--- src/rtl/bdd_pkg.sv ---
// bdd_pkg: shared widths, operation codes and status codes of the bounded deque
// with duplicate removal. No dependencies.
`timescale 1ns / 1ps

package bdd_pkg;

    localparam int DATA_W   = 32;
    localparam int MODE_W   = 3;
    localparam int STATUS_W = 2;
    localparam int COUNT_W  = 5;

    // operation codes carried by s_mode
    localparam logic [MODE_W-1:0] MODE_PUSH_FRONT = 3'd0;
    localparam logic [MODE_W-1:0] MODE_PUSH_BACK  = 3'd1;
    localparam logic [MODE_W-1:0] MODE_POP_FRONT  = 3'd2;
    localparam logic [MODE_W-1:0] MODE_POP_BACK   = 3'd3;
    localparam logic [MODE_W-1:0] MODE_DEDUP      = 3'd4;
    localparam logic [MODE_W-1:0] MODE_READ_POS   = 3'd5;

    // result status codes
    localparam logic [STATUS_W-1:0] ST_OK    = 2'd0;
    localparam logic [STATUS_W-1:0] ST_EMPTY = 2'd1;
    localparam logic [STATUS_W-1:0] ST_RANGE = 2'd2;
    localparam logic [STATUS_W-1:0] ST_FULL  = 2'd3;

endpackage

--- src/rtl/bdd_ram.sv ---
// bdd_ram: generic single-write, single-read synchronous RAM with registered read.
// No dependencies.
`timescale 1ns / 1ps

module bdd_ram #(
    parameter int WIDTH = 32,
    parameter int DEPTH = 16
) (
    input  logic                                     aclk,
    input  logic                                     wr_en,
    input  logic [((DEPTH > 1) ? $clog2(DEPTH) : 1)-1:0] wr_addr,
    input  logic [WIDTH-1:0]                         wr_data,
    input  logic [((DEPTH > 1) ? $clog2(DEPTH) : 1)-1:0] rd_addr,
    output logic [WIDTH-1:0]                         rd_data
);

    logic [WIDTH-1:0] mem_reg [DEPTH];
    logic [WIDTH-1:0] rd_data_reg;

    // write port and registered read port
    always_ff @(posedge aclk) begin
        if (wr_en) begin
            mem_reg[wr_addr] <= wr_data;
        end
        rd_data_reg <= mem_reg[rd_addr];
    end

    assign rd_data = rd_data_reg;

endmodule

--- src/rtl/bounded_deque_with_dedup.sv ---
// bounded_deque_with_dedup: top level of the bounded deque with duplicate removal.
// Depends on bdd_pkg and bdd_ram.
`timescale 1ns / 1ps

// Bounded double-ended queue of signed 32-bit values kept as a ring in one
// synchronous RAM of CAPACITY entries, one request at a time, one result per
// request. Pushes, the spare operation codes and every request that ends in an
// error status give their result in the cycle after acceptance; pops and position
// reads pass through S_READ first, since the RAM read is registered. Dedup
// walks the live entries through the single read port: for each entry it
// fetches the entry, then compares it against each surviving value already
// kept. A new request is taken only when the result register is empty or
// is read out in the same cycle, so a result left waiting on m_ready holds
// off the input.
// The store needs no clearing after reset; only the live region is ever read.

module bounded_deque_with_dedup
    import bdd_pkg::*;
#(
    parameter int CAPACITY = 16
) (
    input  logic                       aclk,
    input  logic                       aresetn,
    input  logic                       s_valid,
    output logic                       s_ready,
    input  logic [MODE_W-1:0]          s_mode,
    input  logic signed [DATA_W-1:0]   s_operand,
    output logic                       m_valid,
    input  logic                       m_ready,
    output logic [STATUS_W-1:0]        m_status,
    output logic signed [DATA_W-1:0]   m_data,
    output logic [COUNT_W-1:0]         m_count
);

    localparam int IDX_W = (CAPACITY > 1) ? $clog2(CAPACITY) : 1;
    localparam int CNT_W = $clog2(CAPACITY + 1);
    localparam logic [IDX_W:0]   CAP_X    = (IDX_W + 1)'(CAPACITY);
    localparam logic [IDX_W-1:0] IDX_LAST = IDX_W'(CAPACITY - 1);
    localparam logic [CNT_W-1:0] CNT_FULL = CNT_W'(CAPACITY);

    typedef enum logic [3:0] {
        S_IDLE    = 4'b0001,
        S_READ    = 4'b0010,
        S_DD_CAND = 4'b0100,
        S_DD_SCAN = 4'b1000
    } state_t;

    state_t                state_reg, state_next;
    logic [IDX_W-1:0]      head_reg, head_next;
    logic [CNT_W-1:0]      count_reg, count_next;
    logic [CNT_W-1:0]      i_reg, i_next;
    logic [CNT_W-1:0]      w_reg, w_next;
    logic [CNT_W-1:0]      j_reg, j_next;
    logic [DATA_W-1:0]     cand_reg, cand_next;

    logic                  m_valid_reg, m_valid_next;
    logic [STATUS_W-1:0]   m_status_reg, m_status_next;
    logic [DATA_W-1:0]     m_data_reg, m_data_next;
    logic [COUNT_W-1:0]    m_count_reg;

    logic                  ram_we;
    logic [IDX_W-1:0]      ram_waddr;
    logic [DATA_W-1:0]     ram_wdata;
    logic [IDX_W-1:0]      ram_raddr;
    logic [DATA_W-1:0]     ram_rdata;

    logic                  accept;
    logic                  out_load;
    logic                  is_full;
    logic                  is_empty;
    logic                  pos_ok;
    logic [DATA_W-1:0]     pos_m1;
    logic [CNT_W-1:0]      i_inc;
    logic [CNT_W-1:0]      count_m1;

    // ring slot of an offset from the front
    function automatic logic [IDX_W-1:0] slot_of(input logic [IDX_W-1:0] head,
                                                 input logic [IDX_W-1:0] off);
        logic [IDX_W:0] sum;
        sum = {1'b0, head} + {1'b0, off};
        if (sum >= CAP_X) begin
            sum = sum - CAP_X;
        end
        return sum[IDX_W-1:0];
    endfunction

    bdd_ram #(
        .WIDTH (DATA_W),
        .DEPTH (CAPACITY)
    ) u_store (
        .aclk    (aclk),
        .wr_en   (ram_we),
        .wr_addr (ram_waddr),
        .wr_data (ram_wdata),
        .rd_addr (ram_raddr),
        .rd_data (ram_rdata)
    );

    // handshake: take a request when idle and the result register is free
    assign s_ready  = (state_reg == S_IDLE) && (!m_valid_reg || m_ready);
    assign accept   = s_valid && s_ready;
    assign is_full  = (count_reg >= CNT_FULL);
    assign is_empty = (count_reg == '0);
    assign count_m1 = count_reg - 1'b1;
    assign i_inc    = i_reg + 1'b1;

    // 1-based position check against the current count
    assign pos_m1 = s_operand - 32'sd1;
    assign pos_ok = !s_operand[DATA_W-1] && (s_operand != '0)
                    && (s_operand[DATA_W-2:0] <= (DATA_W - 1)'(count_reg));

    // request decode, memory sequencing and dedup walk
    always_comb begin
        state_next    = state_reg;
        head_next     = head_reg;
        count_next    = count_reg;
        i_next        = i_reg;
        w_next        = w_reg;
        j_next        = j_reg;
        cand_next     = cand_reg;
        ram_we        = 1'b0;
        ram_waddr     = head_reg;
        ram_wdata     = s_operand;
        ram_raddr     = head_reg;
        out_load      = 1'b0;
        m_status_next = ST_OK;
        m_data_next   = '0;

        case (state_reg)
            S_IDLE: begin
                if (accept) begin
                    case (s_mode)
                        MODE_PUSH_FRONT: begin
                            out_load = 1'b1;
                            if (is_full) begin
                                m_status_next = ST_FULL;
                            end else begin
                                head_next  = (head_reg == '0) ? IDX_LAST : head_reg - 1'b1;
                                ram_we     = 1'b1;
                                ram_waddr  = head_next;
                                count_next = count_reg + 1'b1;
                            end
                        end
                        MODE_PUSH_BACK: begin
                            out_load = 1'b1;
                            if (is_full) begin
                                m_status_next = ST_FULL;
                            end else begin
                                ram_we     = 1'b1;
                                ram_waddr  = slot_of(head_reg, count_reg[IDX_W-1:0]);
                                count_next = count_reg + 1'b1;
                            end
                        end
                        MODE_POP_FRONT: begin
                            if (is_empty) begin
                                out_load      = 1'b1;
                                m_status_next = ST_EMPTY;
                            end else begin
                                ram_raddr  = head_reg;
                                head_next  = (head_reg == IDX_LAST) ? '0 : head_reg + 1'b1;
                                count_next = count_m1;
                                state_next = S_READ;
                            end
                        end
                        MODE_POP_BACK: begin
                            if (is_empty) begin
                                out_load      = 1'b1;
                                m_status_next = ST_EMPTY;
                            end else begin
                                ram_raddr  = slot_of(head_reg, count_m1[IDX_W-1:0]);
                                count_next = count_m1;
                                state_next = S_READ;
                            end
                        end
                        MODE_DEDUP: begin
                            if (is_empty) begin
                                out_load      = 1'b1;
                                m_status_next = ST_EMPTY;
                            end else begin
                                i_next     = '0;
                                w_next     = '0;
                                ram_raddr  = head_reg;
                                state_next = S_DD_CAND;
                            end
                        end
                        MODE_READ_POS: begin
                            if (is_empty) begin
                                out_load      = 1'b1;
                                m_status_next = ST_EMPTY;
                            end else if (!pos_ok) begin
                                out_load      = 1'b1;
                                m_status_next = ST_RANGE;
                            end else begin
                                ram_raddr  = slot_of(head_reg, pos_m1[IDX_W-1:0]);
                                state_next = S_READ;
                            end
                        end
                        default: begin
                            out_load = 1'b1;
                        end
                    endcase
                end
            end

            // read data of a pop or position read is back
            S_READ: begin
                out_load    = 1'b1;
                m_data_next = ram_rdata;
                state_next  = S_IDLE;
            end

            // candidate value is back; nothing kept yet means it survives
            S_DD_CAND: begin
                if (w_reg == '0) begin
                    ram_we    = 1'b1;
                    ram_waddr = slot_of(head_reg, w_reg[IDX_W-1:0]);
                    ram_wdata = ram_rdata;
                    w_next    = w_reg + 1'b1;
                    if (i_inc == count_reg) begin
                        count_next = w_next;
                        out_load   = 1'b1;
                        state_next = S_IDLE;
                    end else begin
                        i_next     = i_inc;
                        ram_raddr  = slot_of(head_reg, i_inc[IDX_W-1:0]);
                        state_next = S_DD_CAND;
                    end
                end else begin
                    cand_next  = ram_rdata;
                    j_next     = '0;
                    ram_raddr  = head_reg;
                    state_next = S_DD_SCAN;
                end
            end

            // compare candidate with kept value j, fetching j+1 meanwhile
            S_DD_SCAN: begin
                if ((ram_rdata == cand_reg) || (j_reg == w_reg - 1'b1)) begin
                    if (ram_rdata != cand_reg) begin
                        ram_we    = 1'b1;
                        ram_waddr = slot_of(head_reg, w_reg[IDX_W-1:0]);
                        ram_wdata = cand_reg;
                        w_next    = w_reg + 1'b1;
                    end
                    if (i_inc == count_reg) begin
                        count_next = w_next;
                        out_load   = 1'b1;
                        state_next = S_IDLE;
                    end else begin
                        i_next     = i_inc;
                        ram_raddr  = slot_of(head_reg, i_inc[IDX_W-1:0]);
                        state_next = S_DD_CAND;
                    end
                end else begin
                    j_next    = j_reg + 1'b1;
                    ram_raddr = slot_of(head_reg, j_next[IDX_W-1:0]);
                end
            end

            default: begin
                state_next = S_IDLE;
            end
        endcase
    end

    // result register valid flag
    always_comb begin
        if (out_load) begin
            m_valid_next = 1'b1;
        end else if (m_ready) begin
            m_valid_next = 1'b0;
        end else begin
            m_valid_next = m_valid_reg;
        end
    end

    // control state
    always_ff @(posedge aclk) begin
        if (!aresetn) begin
            state_reg   <= S_IDLE;
            head_reg    <= '0;
            count_reg   <= '0;
            m_valid_reg <= 1'b0;
        end else begin
            state_reg   <= state_next;
            head_reg    <= head_next;
            count_reg   <= count_next;
            m_valid_reg <= m_valid_next;
        end
    end

    // walk counters and result payload
    always_ff @(posedge aclk) begin
        i_reg    <= i_next;
        w_reg    <= w_next;
        j_reg    <= j_next;
        cand_reg <= cand_next;
        if (out_load) begin
            m_status_reg <= m_status_next;
            m_data_reg   <= m_data_next;
            m_count_reg  <= COUNT_W'(count_next);
        end
    end

    assign m_valid  = m_valid_reg;
    assign m_status = m_status_reg;
    assign m_data   = $signed(m_data_reg);
    assign m_count  = m_count_reg;

`ifndef SYNTHESIS
    // the entry count never exceeds the capacity
    a_count_bound: assert property (@(posedge aclk) disable iff (!aresetn)
        count_reg <= CNT_FULL)
        else $error("entry count above capacity");

    // any request still in the memory path finds the result register empty
    a_out_free: assert property (@(posedge aclk) disable iff (!aresetn)
        (state_reg != S_IDLE) |-> !m_valid_reg)
        else $error("result register busy while a request is in progress");

    // an error result carries zero data
    a_err_data: assert property (@(posedge aclk) disable iff (!aresetn)
        (m_valid && (m_status != ST_OK)) |-> (m_data == '0))
        else $error("non-zero data with error status");

    // a push that is not rejected adds exactly one entry
    a_push_count: assert property (@(posedge aclk) disable iff (!aresetn)
        (accept && !is_full && ((s_mode == MODE_PUSH_FRONT) || (s_mode == MODE_PUSH_BACK)))
        |=> (count_reg == $past(count_reg) + 1'b1))
        else $error("push did not add one entry");

    // during dedup the write pointer never passes the read pointer
    a_dedup_order: assert property (@(posedge aclk) disable iff (!aresetn)
        ((state_reg == S_DD_CAND) || (state_reg == S_DD_SCAN))
        |-> ((w_reg <= i_reg) && (i_reg < count_reg)))
        else $error("dedup pointers out of order");
`endif

endmodule
--- config.mk ---
export PLATFORM = sky130hd
export DESIGN_NAME = bounded_deque_with_dedup
export DESIGN_NICKNAME = d
export VERILOG_FILES = /design/src/rtl/bdd_pkg.sv /design/src/rtl/bdd_ram.sv /design/src/rtl/bounded_deque_with_dedup.sv
export SDC_FILE = /design/constraint.sdc
export NUM_CORES = 1
export LEC_CHECK = 0
export BUFFER_PORTS_ARGS = -buffer_cell sky130_fd_sc_hd__clkbuf_2
export CORE_ASPECT_RATIO = 0.6
export CORE_MARGIN = 5
export CORE_UTILIZATION = 55
export DETAILED_ROUTE_END_ITERATION = 12
export PLACE_DENSITY = 0.71
export SYNTH_ARGS = -nofsm -noshare
export SYNTH_HDL_FRONTEND = slang
export SYNTH_SLANG_ARGS = --single-unit
export TNS_END_PERCENT = 20
--- constraint.sdc ---
create_clock -name aclk -period 12.75 [get_ports aclk]
set_input_delay 0.6375 -clock aclk [delete_from_list [all_inputs] [get_ports aclk]]
set_output_delay 0.6375 -clock aclk [all_outputs]
set_load 0.005 [all_outputs]
==> out/results.tsv <==
metric	value	unit
Seq pwr share	49.7	%
combinational fraction of design power	17.4	%
f_max	166	MHz
most frequent cells in the layout	edfxtp_1, nand2_1, a21oi_1, o21ai_0, nand3_1	
Initial Utilization	55.7	%
Psw	1.56	mW
Synth Warn #	0	
Syn Nets	2251	
Core ar.	0.0510	mm²
Die Wd	303	µm
setup TNS	0	ns
clk slew on worst S/H paths	0.07	ns
storage element area	0.0189	mm²
number of nets in the layout	2258	
Crit Path Class	reg -> reg	
Remaining Overflow, GRT	0	
CP endpoint kind	flip-flop	
main flop type after synthesis	edfxtp_1	
r2r setup slk	6.74	ns
number of flops mapped to enable cells by yosys	598	
wirelength, routed	81600	µm
io pins	80	
HP Class	in -> reg	
register area share after synthesis	66.5	%
post-route clock period utilization	47.1	%
Root Driver	clkbuf_16	
Max FO, Critical Path	76	
largest net degree at the start of global routing	130	
Multi-input gate area	0.00886	mm²
commonest non-fill, non-tap cell in the layout	edfxtp_1	
unrepaired setup endpoints after global routing	false	
via count	19800	
CP Launch Type	flip-flop	
Final Hold Viols	0	
Max Cap Violations	0	
final setup fails	0	
row count	64	
Pint	3.75	mW
worst-skew pair later-pin latency	0.62	ns
cts bufs inserted	55	
DIE AREA	0.0564	mm²
Routed Antenna Nets	0	
fin cells	2915	
clock network power share	32.9	%
CP Data Arrival Time	6.49	ns
setup bufs post-CTS	0	
cts hold-fix bufs	0	
Max VDD drop	0.125	mV
share of layout cells above drive strength 1	12.0	%
DP HPWL	48000	µm
max_slew headroom	7.86	%
Leakage Power	10.5	nW
IO Port Bufs	79	
Syn Std Cell Area	0.0284	mm²
distinct cell type count after synthesis	83	
max reg flops	512	
Worst-Margin Slew	1.38	ns
1st-pass router iterations	6	
antenna cell count	0	
Inst Count DP	2813	
WL/cell	28.0	µm
r2r startpoint	w_reg[0]	
ys async rst share	0	%
Hold EP	m_valid	
vias in the first global route	18500	
TritonCTS clock tree	yes	
Die Ht	186	µm
drt initial violations	2952	
FILL cells	3838	
Slew Viols, Final	0	
initial antenna violation count	3	
htree depth	2	
first-pass GRT wire length	120000	µm
DRC viols	0	
HP Start	m_ready	
synth-to-layout area growth	10.0	%
vias per inst	6.79	
#FFs+latches synth	644	
critical path required time	13.23	ns
status	finished, final reports clean	
CTS resizes	0	
Clock Path Buffers	3	
switch share	29.4	%
GR Util All Layers	28.5	%
final period demand of the worst path	6.01	ns
r2r worst-path depth	12	
Clock Skew	0.0418	ns
TritonCTS Sinks	644	
P per Cell Area	170	mW/mm²
reg2reg end	u_store.rd_data[18]	
synthesized instance count	2170	
Post-Syn Area per Cell	13.1	µm²
hold path cells	3	
GP Congestion	0.950	
[how the worst max path moves through the flow]
stage	cells past startpoint	startpoint	to	slack, ns
2_1_floorplan	7	w_reg[0]	m_count[0]	7.40
3_3_place_gp	11	state_reg[2]	u_store.rd_data[18]	7.09
3_5_place_dp	11	state_reg[2]	u_store.rd_data[29]	6.88
4_1_cts	11	state_reg[2]	u_store.rd_data[29]	6.90
5_1_grt	12	w_reg[0]	u_store.rd_data[18]	6.57
6_report	12	w_reg[0]	u_store.rd_data[18]	6.74
[worst max-delay path, cell delays in order, from the launching register on]
cell and delay, ns:
edfxtp_1 0.48, inv_1 0.19, ha_1 0.19, or4b_1 0.54, nor2_4 0.80, o211ai_4 0.22, a211oi_4 0.29, buf_4 0.72
or2_4 0.75, buf_4 0.88, a32oi_1 0.21, a22oi_1 0.29, o221ai_1 0.16
[per-layer routing]
layer,vias to the layer above,track usage [%],part of all wire [%]
met4,0,7.12,2.6
met1,9804,43.2,41
met3,134,7.40,13
li1,8471,-,-
met2,1372,41.5,43
met5,-,0,0
[logic make-up after synthesis]
group           count (synthesis)  share of synthesized area (%)
buf+inv                       189                           3.09
flops                         644                           66.5
fa+ha+maj                      43                           2.04
simple gates                  519                           9.01
mux                             9                          0.322
compound gates                691                           16.7
xor+xnor                       75                           2.34
[synthesized netlist by cell type, drive strengths merged (8+ instances only)]
library cell    n  area, µm²
a32oi          65        569
o211ai          8       73.8
nand2         231        867
nor3           14       70.1
mux2i           8       80.1
or2             8       50.1
o21ai         170        862
ha             36        450
inv            21       78.8
dfxtp          46        921
o221ai         35        307
and2           45        284
a22oi          66        495
a311oi         65        569
edfxtp        598      18000
nand4           8       56.3
nand2b         14       87.6
xnor2          20        175
nand3          81        410
a21oi         162        811
nor2           71        299
a21o           10       75.1
nor4           18        138
xor2           55        489
clkbuf         74        278
buf            93        518
a22o           64        561
[metrics by stage]
step	worst slack [ns]	cell area (µm²)	util [%]	hold WS, ns	power, mW
floorplan	7.40	28400	-	0.464	3.18
global placement	7.09	29400	57.6	0.481	3.55
detailed placement	6.88	29400	57.6	0.494	3.58
CTS	6.90	31300	61.3	0.383	5.30
global route	6.57	31300	61.3	0.405	5.49
finish	6.74	31300	61.3	0.401	5.31
[power by group through the flow]
stage / combinational (mW) / clock [mW] / sequential (mW)
floorplan: 0.580 / 0 / 2.60
global placement: 0.882 / 0 / 2.67
detailed placement: 0.898 / 0 / 2.68
CTS: 0.904 / 1.76 / 2.63
global route: 0.989 / 1.86 / 2.64
finish: 0.926 / 1.75 / 2.64
[area by class of cell]
class	instances	share of cell area (%)
flip-flops and latches	644	60.4
inverters	22	0.264
clock buffers	83	5.16
multi-input cells	1337	28.4
repair buffers	117	2.18
clock inverters	19	0.861
well taps	693	2.77
Power figures use the tool's default switching activity.
